==> src/design/msig_pkg.sv <==
// shared constants, codes and control types of the mutex and signal table
package msig_pkg;

  localparam int ACTION_W   = 4;
  localparam int TASK_W     = 16;
  localparam int SLOT_W     = 32;
  localparam int TICK_W     = 64;
  localparam int STATUS_W   = 2;
  localparam int SLOT_OUT_W = 8;

  localparam logic [ACTION_W-1:0] ACT_INITM     = 4'd0;
  localparam logic [ACTION_W-1:0] ACT_RELEASEM  = 4'd1;
  localparam logic [ACTION_W-1:0] ACT_LOCK      = 4'd2;
  localparam logic [ACTION_W-1:0] ACT_UNLOCK    = 4'd3;
  localparam logic [ACTION_W-1:0] ACT_WAITM     = 4'd4;
  localparam logic [ACTION_W-1:0] ACT_RETRYLOCK = 4'd5;
  localparam logic [ACTION_W-1:0] ACT_INITS     = 4'd6;
  localparam logic [ACTION_W-1:0] ACT_RELEASES  = 4'd7;
  localparam logic [ACTION_W-1:0] ACT_SEND      = 4'd8;
  localparam logic [ACTION_W-1:0] ACT_WAITS     = 4'd9;
  localparam logic [ACTION_W-1:0] ACT_CHECKSIG  = 4'd10;

  localparam logic [TASK_W-1:0] TASK_NONE = 16'hFFFF;

  localparam logic [STATUS_W-1:0] ST_DONE   = 2'd0;
  localparam logic [STATUS_W-1:0] ST_REJECT = 2'd1;
  localparam logic [STATUS_W-1:0] ST_WAIT   = 2'd2;

  typedef enum logic [2:0] {
    S_CLEAR,
    S_IDLE,
    S_DEC,
    S_EXEC,
    S_SCAN0,
    S_SCAN,
    S_FIN
  } msig_state_t;

  typedef struct packed {
    logic load;
    logic clr_wr;
    logic rd_slot;
    logic scan_rd;
    logic scan_take;
    logic exec;
    logic set_reject;
    logic fin;
  } msig_cmd_t;

  typedef struct packed {
    logic clr_last;
    logic dec_reject;
    logic dec_init;
    logic scan_free;
    logic scan_end;
  } msig_stat_t;

endpackage

==> src/design/msig_ctrl.sv <==
// controller: sequences the clearing pass, decode, table access and result handoff
module msig_ctrl (
  input  logic                 clk,
  input  logic                 rst_n,
  input  logic                 in_valid,
  output logic                 in_ready,
  output logic                 out_valid,
  input  logic                 out_ready,
  input  msig_pkg::msig_stat_t stat,
  output msig_pkg::msig_cmd_t  cmd
);
  import msig_pkg::*;

  msig_state_t state_r;
  msig_state_t state_nxt;
  logic        out_valid_r;
  logic        out_valid_nxt;

  always_ff @(posedge clk) begin
    if (!rst_n) begin
      state_r     <= S_CLEAR;
      out_valid_r <= 1'b0;
    end else begin
      state_r     <= state_nxt;
      out_valid_r <= out_valid_nxt;
    end
  end

  always_comb begin
    cmd       = '0;
    state_nxt = state_r;
    in_ready  = 1'b0;
    unique case (state_r)
      S_CLEAR: begin
        cmd.clr_wr = 1'b1;
        if (stat.clr_last) begin
          state_nxt = S_IDLE;
        end
      end
      S_IDLE: begin
        in_ready = 1'b1;
        if (in_valid) begin
          cmd.load  = 1'b1;
          state_nxt = S_DEC;
        end
      end
      S_DEC: begin
        if (stat.dec_reject) begin
          cmd.set_reject = 1'b1;
          state_nxt      = S_FIN;
        end else if (stat.dec_init) begin
          state_nxt = S_SCAN0;
        end else begin
          cmd.rd_slot = 1'b1;
          state_nxt   = S_EXEC;
        end
      end
      S_EXEC: begin
        cmd.exec  = 1'b1;
        state_nxt = S_FIN;
      end
      S_SCAN0: begin
        cmd.scan_rd = 1'b1;
        state_nxt   = S_SCAN;
      end
      S_SCAN: begin
        if (stat.scan_free) begin
          cmd.scan_take = 1'b1;
          state_nxt     = S_FIN;
        end else if (stat.scan_end) begin
          cmd.set_reject = 1'b1;
          state_nxt      = S_FIN;
        end else begin
          cmd.scan_rd = 1'b1;
        end
      end
      S_FIN: begin
        if (!out_valid_r || out_ready) begin
          cmd.fin   = 1'b1;
          state_nxt = S_IDLE;
        end
      end
      default: begin
        state_nxt = S_IDLE;
      end
    endcase
  end

  always_comb begin
    if (cmd.fin) begin
      out_valid_nxt = 1'b1;
    end else if (out_ready) begin
      out_valid_nxt = 1'b0;
    end else begin
      out_valid_nxt = out_valid_r;
    end
  end

  assign out_valid = out_valid_r;
endmodule

==> config.mk <==
export PLATFORM = sky130hd
export DESIGN_NAME = msig_ctrl
export DESIGN_NICKNAME = d
export VERILOG_FILES = /design/src/design/msig_pkg.sv /design/src/design/msig_ctrl.sv
export SDC_FILE = /design/constraint.sdc
export NUM_CORES = 1
export LEC_CHECK = 0
export ABC_AREA = 1
export BUFFER_PORTS_ARGS = -buffer_cell sky130_fd_sc_hd__buf_2
export CAP_MARGIN = 20
export CORE_AREA = 3 3 40 42
export DETAILED_ROUTE_END_ITERATION = 6
export DIE_AREA = 0 0 43 45
export GPL_TIMING_DRIVEN = 0
export PLACE_DENSITY_LB_ADDON = 0.12
export SYNTH_ARGS = -nofsm -noshare
export SYNTH_HDL_FRONTEND = slang
export SYNTH_SLANG_ARGS = --single-unit
export TNS_END_PERCENT = 30
==> constraint.sdc <==
create_clock -name clk -period 1.1 [get_ports clk]
set_input_delay 0.22 -clock clk [delete_from_list [all_inputs] [get_ports clk]]
set_output_delay 0.22 -clock clk [all_outputs]
set_load 0.02 [all_outputs]
==> summary.txt, run 1 <==
Status - finished, violations left
Failing checks - negative setup slack
I/O pins - 19
Initial antenna violation count - 0
Netlist cell types - 15
RSZ-0062 raised after global routing - yes
Max-cap check violation count - 0
Leak - 0.362 nW
Global-route wire length before repair - 1590 um
Most common cell on crit path - buf_6
WS Path Type - flop to output port
Post-synth EDFFs - 0
Synthesized instance count - 60
Top_reg_cell synth - dfxtp_1
Buf/Inv on CP - 2
Final Hold Vio Count - 0
Number of port buffers - 18
Via Count - 458
Syn_nets - 69
Die area - 1940 um^2
Vias in the first global route - 395
DRT iter0 DRCs - 9
Crit-path slowest cell - dfxtp_4
Peak fanout along the critical path - 5
Fraction of registers with async set/reset - 0%
TritonCTS clock tree - done
Max Fclk - 739 MHz
Top-count cell post-synth - nand2_1
CP Data Arrival Time - 1.13 ns
Total chip power - 1.69 mW
Iteration count of the initial detailed-routing pass - 4
Syn. warnings - 0
Fin. max-slew vios - 0
GRT Util Overall - 11.1%
Post-synthesis register bit count - 4
Fin nets - 98
Placed cell count - 93
Largest net degree at the start of global routing - 9
Tmin final - 1.35 ns
Synth top area cells - dfxtp_1, nand2_1, nor2_1
Residual DRC count - 0
Crit path launch type - flop
CTS Sinks - 4
Post-Syn Area per Cell - 5.96 um^2
Final Non-Filler Cells - 102
Worst Path Required - 0.88 ns
Commonest cells in the netlist - nand2_1, nor2_1, inv_1, nand3_1
Ant. Diodes - 0
Setup crit end kind - output port
Setup violations, final - 12
Crit path cell chain - nand2_4, buf_6, nor3_4, buf_6
Hold Path Class - input pin to flop
Crit-path max cell delay - 0.40 ns
Share of layout cells above drive strength 1 - 66.7%
HPWL after DPL - 702 um
Hold Slack - 0.247 ns
Final worst slack - -0.254 ns
Root buf cell - clkbuf_4
Die H - 45 um
Register area share after synthesis - 22.4%
Synth top area share - 22.4%
Routed len/inst - 9.35 um
DR vias/cell - 4.49
Yosys top cell by area - dfxtp_1
Max-slew headroom - 84.1%
Starting density of the core - 27.8%
GRT Residual Overflow - 0
CP top delay family - flip-flops
Core area - 1280 um^2
Remaining antenna violation count after routing - 0
Num CTS Buffers - 3
Final clock skew - 0.00605 ns
Post-Route WL - 954 um
CTS Hold Bufs - 0
Final Cycle Share - 123%
PwrDens - 2430 nW/um^2
Die width - 43 um
Clk buf depth - 2
Worst Max-Slew Pin Slew - 0.237 ns
Synth-to-Final Area Change - 95.1%
FP Rows - 13
H-Tree Depth - 1
Max VDD drop - 1.07 mV
Final GP Congestion - 0.721
Worst skew pair latency - 0.24 ns
Area of the mapped netlist - 358 um^2
Clock transition at path regs - 0.03 ns
[final timing paths]
path / startpoint / end / slack, ns / cells after the start
setup reg to reg: state_r[0] / state_r[1] / -0.08 / 9
hold / removal: rst_n / out_valid / 0.25 / 2
setup / recovery: state_r[0] / cmd[3] / -0.25 / 4
hold reg to reg: out_valid / out_valid / 0.64 / 3
[placed cells by master (no fill, tap or decap)]
| cell | instances |
|---|---|
| o21ai_2 | 1 |
| buf_2 | 9 |
| dfxtp_4 | 2 |
| nor2_2 | 2 |
| inv_4 | 1 |
| dfxtp_1 | 1 |
| nor2_1 | 7 |
| dfxtp_2 | 1 |
| inv_6 | 1 |
| inv_2 | 2 |
| nor3_2 | 1 |
| nand3_1 | 4 |
| nand3_2 | 3 |
| nor2_4 | 5 |
| inv_1 | 5 |
| o21ai_1 | 1 |
| o21a_1 | 1 |
| a21oi_1 | 2 |
| nand2_1 | 8 |
| nor3_4 | 2 |
| nand3_4 | 1 |
| buf_8 | 1 |
| clkbuf_4 | 3 |
| buf_4 | 9 |
| nand2_4 | 2 |
| nand2_2 | 5 |
| buf_6 | 7 |
[registers in the layout, summed over array words and instances (netlist names)]
register,count
out_valid,1
state_r,3
[layer usage]
metal / GRT usage, % / vias to the layer above / wire [um]
met5: 0 / - / 0
met4: 3.61 / 0 / 0
met3: 5.98 / 0 / 83
met2: 17.7 / 18 / 477
met1: 13.0 / 195 / 393
li1: - / 245 / -
[final cells by class]
type	instances	area, um^2
tap	15	18.8
clock buffer	3	22.5
buffer	1	15.0
fill	138	587
timing repair buffer	25	191
inverter	9	41.3
multi-input combinational	45	320
sequential	4	88.8
[through the flow]
stage / TNS, ns / area, um^2 / utilization (%) / setup slack, ns
floorplan: -0.240 / 378 / - / -0.0782
finish: -2.05 / 698 / 54.3 / -0.254
detailed placement: -1.15 / 487 / 37.9 / -0.184
CTS: -2.09 / 619 / 48.2 / -0.255
global route: -2.97 / 698 / 54.3 / -0.321
global placement: -1.09 / 487 / 37.9 / -0.166
[kinds of logic after synthesis]
| group | after synthesis | synth area share, % |
|---|---|---|
| and+or+nand+nor | 40 | 56.3 |
| buffers and inverters | 11 | 13.6 |
| AOI/OAI and AO/OA | 5 | 7.69 |
| DFF | 4 | 22.4 |
[repair_timing]
action / in CTS / in global routing
pin swaps: 4 / 6
setup buffers: 4 / 3
gates resized for setup: 28 / 16
endpoints found under the setup margin: 12 / 12
gates cloned: 0 / 0
endpoints found under the hold margin: 0 / 0
[power by group]
| group | internal, mW | leakage, nW | total [mW] | switching (mW) |
|---|---|---|---|---|
| combinational | 0.539 | 0.314 | 1.20 | 0.660 |
| clock | 0.122 | 0.0138 | 0.182 | 0.0603 |
| sequential | 0.219 | 0.0345 | 0.312 | 0.0927 |
| total | 0.880 | 0.362 | 1.69 | 0.813 |
Power figures use the tool's default switching activity.
==> run 2, diff against run 1 <==
ABC_AREA = unset   (was 1)
==> run 2 against run 1 <==
The flow still finishes with violations (negative setup slack). Clock power fell by 4%. Sequential power fell by 40%. Synthesized area fell by 10%. Final cell count fell by 13%. Flip-flop and latch count did not move. Critical path depth did not move.
==> summary.txt, run 2 <==
Fin. max-slew vios - 0
Clk network pwr share - 19.8%
P_int - 0.570 mW
XOR/XNOR Fraction of Synth Area - 0%
Number of port buffers - 18
Initial antenna violation count - 0
Largest family of logic cells by synthesized area - simple AND/OR/NAND/NOR gates
DRT iter0 DRCs - 13
Synth Area in Simple Gates - 41.4%
Max reg flops - 3
P_sw - 0.313 mW
Synth-to-Final Area Change - 111%
Iteration count of the initial detailed-routing pass - 4
Post-Route WL - 925 um
Share of total power in combinational logic - 59.0%
Status - finished, violations left
Final clock skew - 0.000858 ns
Compound-cell area share of the yosys netlist - 21.1%
Fraction of registers with async set/reset - 0%
Setup violations, final - 12
Yosys top cell by area - dfxtp_1
CTS Sinks - 4
Top_reg_cell synth - dfxtp_1
Post-Syn Area per Cell - 6.96 um^2
WL met1 - 396 um
DR WL met2 - 441 um
Final worst slack - -0.370 ns
Peak fanout along the critical path - 4
Tmin final - 1.47 ns
Share of layout cells above drive strength 1 - 63.5%
Setup crit end kind - output port
Commonest cells in the netlist - nor2_1, nor3_1, dfxtp_1, inv_1, nand2_1
Crit-path max cell delay - 0.32 ns
Largest net degree at the start of global routing - 11
Netlist cell types - 25
HPWL after DPL - 702 um
Final Non-Filler Cells - 89
Post-synthesis register bit count - 4
Via Count - 427
CTS Hold Bufs - 0
DP Area - 500 um^2
Register area share after synthesis - 25.0%
Final GP Congestion - 0.733
Hold Path Class - input pin to flop
Post-synth EDFFs - 0
Die area - 1940 um^2
Clock transition at path regs - 0.04 ns
DR vias/cell - 4.80
Sw frac - 35.5%
Ant. Diodes - 0
Mux cell area share after synthesis - 0%
Syn_nets - 55
Routed len/inst - 10.4 um
Top sig layer - met4
Remaining antenna violation count after routing - 0
Met3 WL - 79 um
Worst Path Required - 0.88 ns
Worst Max-Slew Pin Slew - 0.376 ns
Flop pwr share - 21.2%
Starting density of the core - 24.9%
Die H - 45 um
Global-route wire length before repair - 1660 um
Largest Register - state_r
Crit path cell chain - buf_8, nand3b_1, o32ai_4, buf_6
Placed cell count - 79
Fin nets - 85
Most common cell after layout, fill and taps aside - buf_6
Core area - 1280 um^2
Failing checks - negative setup slack
I/O pins - 19
Clk buf depth - 2
Area of the mapped netlist - 320 um^2
TritonCTS clock tree - done
Synth top area share - 25.0%
Max-slew headroom - 74.5%
PwrDens - 1310 nW/um^2
Final Hold Vio Count - 0
Most frequent cells in the layout - buf_6, buf_2, buf_4
Worst skew pair latency - 0.23 ns
Max Fclk - 680 MHz
Synth top area cells - dfxtp_1, nor3_1, nor2_1
Syn. warnings - 0
Design area - 677 um^2
Adder-Cell Fraction of Synth Area - 0%
Root buf cell - clkbuf_4
H-Tree Depth - 1
Max VDD drop - 0.868 mV
CP Data Arrival Time - 1.25 ns
FP Rows - 13
GRT Residual Overflow - 0
Crit-path slowest cell - dfxtp_2
Synthesized instance count - 46
WS Path Type - flop to output port
Leak - 0.304 nW
RSZ-0062 raised after global routing - yes
Die width - 43 um
Total chip power - 0.884 mW
GRT Util Overall - 11.5%
Final Cycle Share - 134%
Crit path launch type - flop
Residual DRC count - 0
Num CTS Buffers - 3
Vias in the first global route - 421
Max-cap check violation count - 0
[run 2: changes by cell type after synthesis, moves of 3 or more]
cell     previous run  this run
nor2_2              4         0
inv_1               7         4
nor2_1              9         5
nand3_1             6         0
nand2_1            11         4
nand2_2             4         0
[run 2: path summary, 6_finish.rpt]
path              slack [ns]  cells after the start        from         end
setup / recovery       -0.37                      4  state_r[1]      cmd[1]
hold / removal          0.25                      2       rst_n  state_r[0]
setup reg to reg       -0.26                      4  state_r[1]  state_r[0]
hold reg to reg         0.62                      3   out_valid  state_r[1]
[run 2: through the flow]
step                setup WS (ns)  hold WS, ns  setup TNS, ns  util, %
floorplan                  -0.115        0.364         -0.458        -
global placement           -0.241        0.490          -1.10     38.9
detailed placement         -0.251        0.489          -1.13     38.9
CTS                        -0.439        0.243          -3.35     49.0
global route               -0.457        0.245          -3.91     52.7
finish                     -0.370        0.247          -3.07     52.7
[run 2: worst max-delay path: cells and delay by family (launching register included)]
kind	cells	cell delay (ns)
AOI/OAI and AO/OA	1	0.23
buffers and inverters	2	0.26
and+or+nand+nor	1	0.20
DFF	1	0.32
[run 2: area by class of cell]
class / count / area (um^2)
inverter: 5 / 18.8
clock buffer: 3 / 22.5
fill: 131 / 608
buffer: 4 / 48.8
sequential: 4 / 83.8
multi-input combinational: 33 / 285
timing repair buffer: 25 / 199
tap: 15 / 18.8
[run 2: cells by family after synthesis]
family,Yosys count
DFF,4
AOI/OAI and AO/OA,9
buffers and inverters,9
and+or+nand+nor,24
[run 2: routing by layer]
layer	vias to the layer above	track usage [%]
met1	187	13.7
li1	221	-
met4	0	7.23
met3	2	3.98
met2	17	17.7
met5	-	0
[run 2: power by group through the flow]
stage	Combinational, mW	Clock, mW	Sequential [mW]
after floorplan	0.278	0	0.182
after global placement	0.369	0	0.184
after detailed placement	0.369	0	0.184
after CTS	0.472	0.187	0.184
after global routing	0.564	0.203	0.190
final	0.521	0.175	0.187
[run 2: timing repair]
action / 4_1_cts / 5_1_grt
setup buffers: 7 / 0
endpoints found under the setup margin: 12 / 12
gates resized for setup: 20 / 12
pin swaps: 3 / 3
==> run 3, diff against run 2 <==
PLACE_DENSITY = 0.58   (was unset)
PLACE_DENSITY_LB_ADDON = unset   (was 0.12)
==> run 3 against run 2 <==
The flow still finishes with violations (negative setup slack). Worst setup slack gained 0.0046 ns. Non-clock buffer count grew 3. Clock skew increased by 0.0038 ns. Die area unchanged. Sequential share of layout area shrank 0.79 points. Hold slack better by 0.0047 ns. Final area is 6.8% higher. Count of clock-buffer cells in the layout did not move. Flip-flop and latch count unchanged. Critical path depth stayed put. Utilization up 3.6 points.
==> summary.txt, run 3 (synthesized netlist as in run 2, its figures left out) <==
Status - finished, violations left
Failing checks - negative setup slack
Share of layout cells above drive strength 1 - 66.2%
Post-Route WL - 1090 um
Via Count - 447
CP Data Arrival Time - 1.24 ns
Initial antenna violation count - 0
Iteration count of the initial detailed-routing pass - 4
DRT iter0 DRCs - 7
Die width - 43 um
Setup violations, final - 12
Largest net degree at the start of global routing - 9
Fin nets - 88
Hold Slack - 0.252 ns
Setup TNS - -3.11 ns
GRT Util Overall - 13.8%
Most common cell after layout, fill and taps aside - buf_6
Largest Register - state_r
Total chip power - 0.981 mW
Worst Path Required - 0.88 ns
Top sig layer - met3
PwrDens - 1360 nW/um^2
Residual DRC count - 0
Worst Max-Slew Pin Slew - 0.276 ns
Die area - 1940 um^2
Max reg flops - 3
Crit-path max cell delay - 0.32 ns
Final clock skew - 0.00468 ns
Peak fanout along the critical path - 4
Hold Path Class - input pin to flop
Leak - 0.340 nW
Num CTS Buffers - 3
WL met1 - 447 um
CTS Sinks - 4
Final Cycle Share - 133%
Worst skew pair latency - 0.24 ns
Clock transition at path regs - 0.04 ns
Starting density of the core - 24.9%
Clk buf depth - 2
Fin. max-slew vios - 0
Most frequent cells in the layout - buf_6, buf_4, buf_2
Final worst slack - -0.365 ns
DR vias/cell - 4.86
Core area - 1280 um^2
Routed len/inst - 11.9 um
Remaining antenna violation count after routing - 0
GRT Residual Overflow - 0
Ant. Diodes - 0
Number of port buffers - 18
RSZ-0062 raised after global routing - yes
I/O pins - 19
WS Path Type - flop to output port
TritonCTS clock tree - done
Die H - 45 um
Tmin final - 1.46 ns
Global-route wire length before repair - 1980 um
Max Fclk - 683 MHz
Max VDD drop - 0.845 mV
DR WL met2 - 596 um
HPWL after DPL - 673 um
FP Rows - 13
Setup crit end kind - output port
Vias in the first global route - 465
Root buf cell - clkbuf_4
Crit-path slowest cell - dfxtp_2
Synth-to-Final Area Change - 126%
Crit path launch type - flop
H-Tree Depth - 1
Final Hold Vio Count - 0
Crit path cell chain - buf_8, nand3b_1, o32ai_4, buf_6
Max-cap check violation count - 0
Max-slew headroom - 81.6%
Met3 WL - 50 um
Final GP Congestion - 0.718
-- run 3: worst max-delay path: cells and delay by family, from the launching register on --
| family | cells | cell delay (ns) |
|---|---|---|
| buf+inv | 2 | 0.27 |
| simple gates | 1 | 0.20 |
| flops | 1 | 0.32 |
| compound gates | 1 | 0.23 |
-- run 3: repair_timing --
item	4_1_cts	5_1_grt
hold buffers	0	0
buffers inserted	11	0
resized for setup	30	6
pin swaps	7	4
setup endpoints to repair	12	12
-- run 3: routing by layer --
metal / vias up / global-route usage, %
met5: - / 0
met4: 0 / 7.23
met3: 0 / 3.98
met2: 10 / 24.3
met1: 210 / 15.2
li1: 227 / -
-- run 3: power breakdown --
part / total (mW) / internal [mW] / switching [mW]
combinational: 0.611 / 0.325 / 0.286
clock: 0.184 / 0.122 / 0.0617
sequential: 0.186 / 0.171 / 0.0152
total: 0.981 / 0.619 / 0.363
-- run 3: metrics by stage --
step	setup WS [ns]	cell area, um^2	util, %	cells
floorplan	-0.115	392	-	46
global placement	-0.230	500	38.9	79
detailed placement	-0.239	500	38.9	79
CTS	-0.431	701	54.5	92
global route	-0.431	723	56.3	92
finish	-0.365	723	56.3	92
-- run 3: final timing paths --
check,cells past startpoint,startpoint,endpoint,slack (ns)
setup reg to reg,4,state_r[1],state_r[0],-0.26
hold / removal,2,rst_n,state_r[0],0.25
setup / recovery,4,state_r[1],cmd[1],-0.36
hold reg to reg,3,out_valid,out_valid,0.62
-- run 3: area by class of cell --
class	instances	area (um^2)
fill	126	562
multi-input combinational	33	309
timing repair buffer	29	233
sequential	4	83.8
buffer	3	37.5
clock buffer	3	22.5
inverter	5	18.8
tap	15	18.8
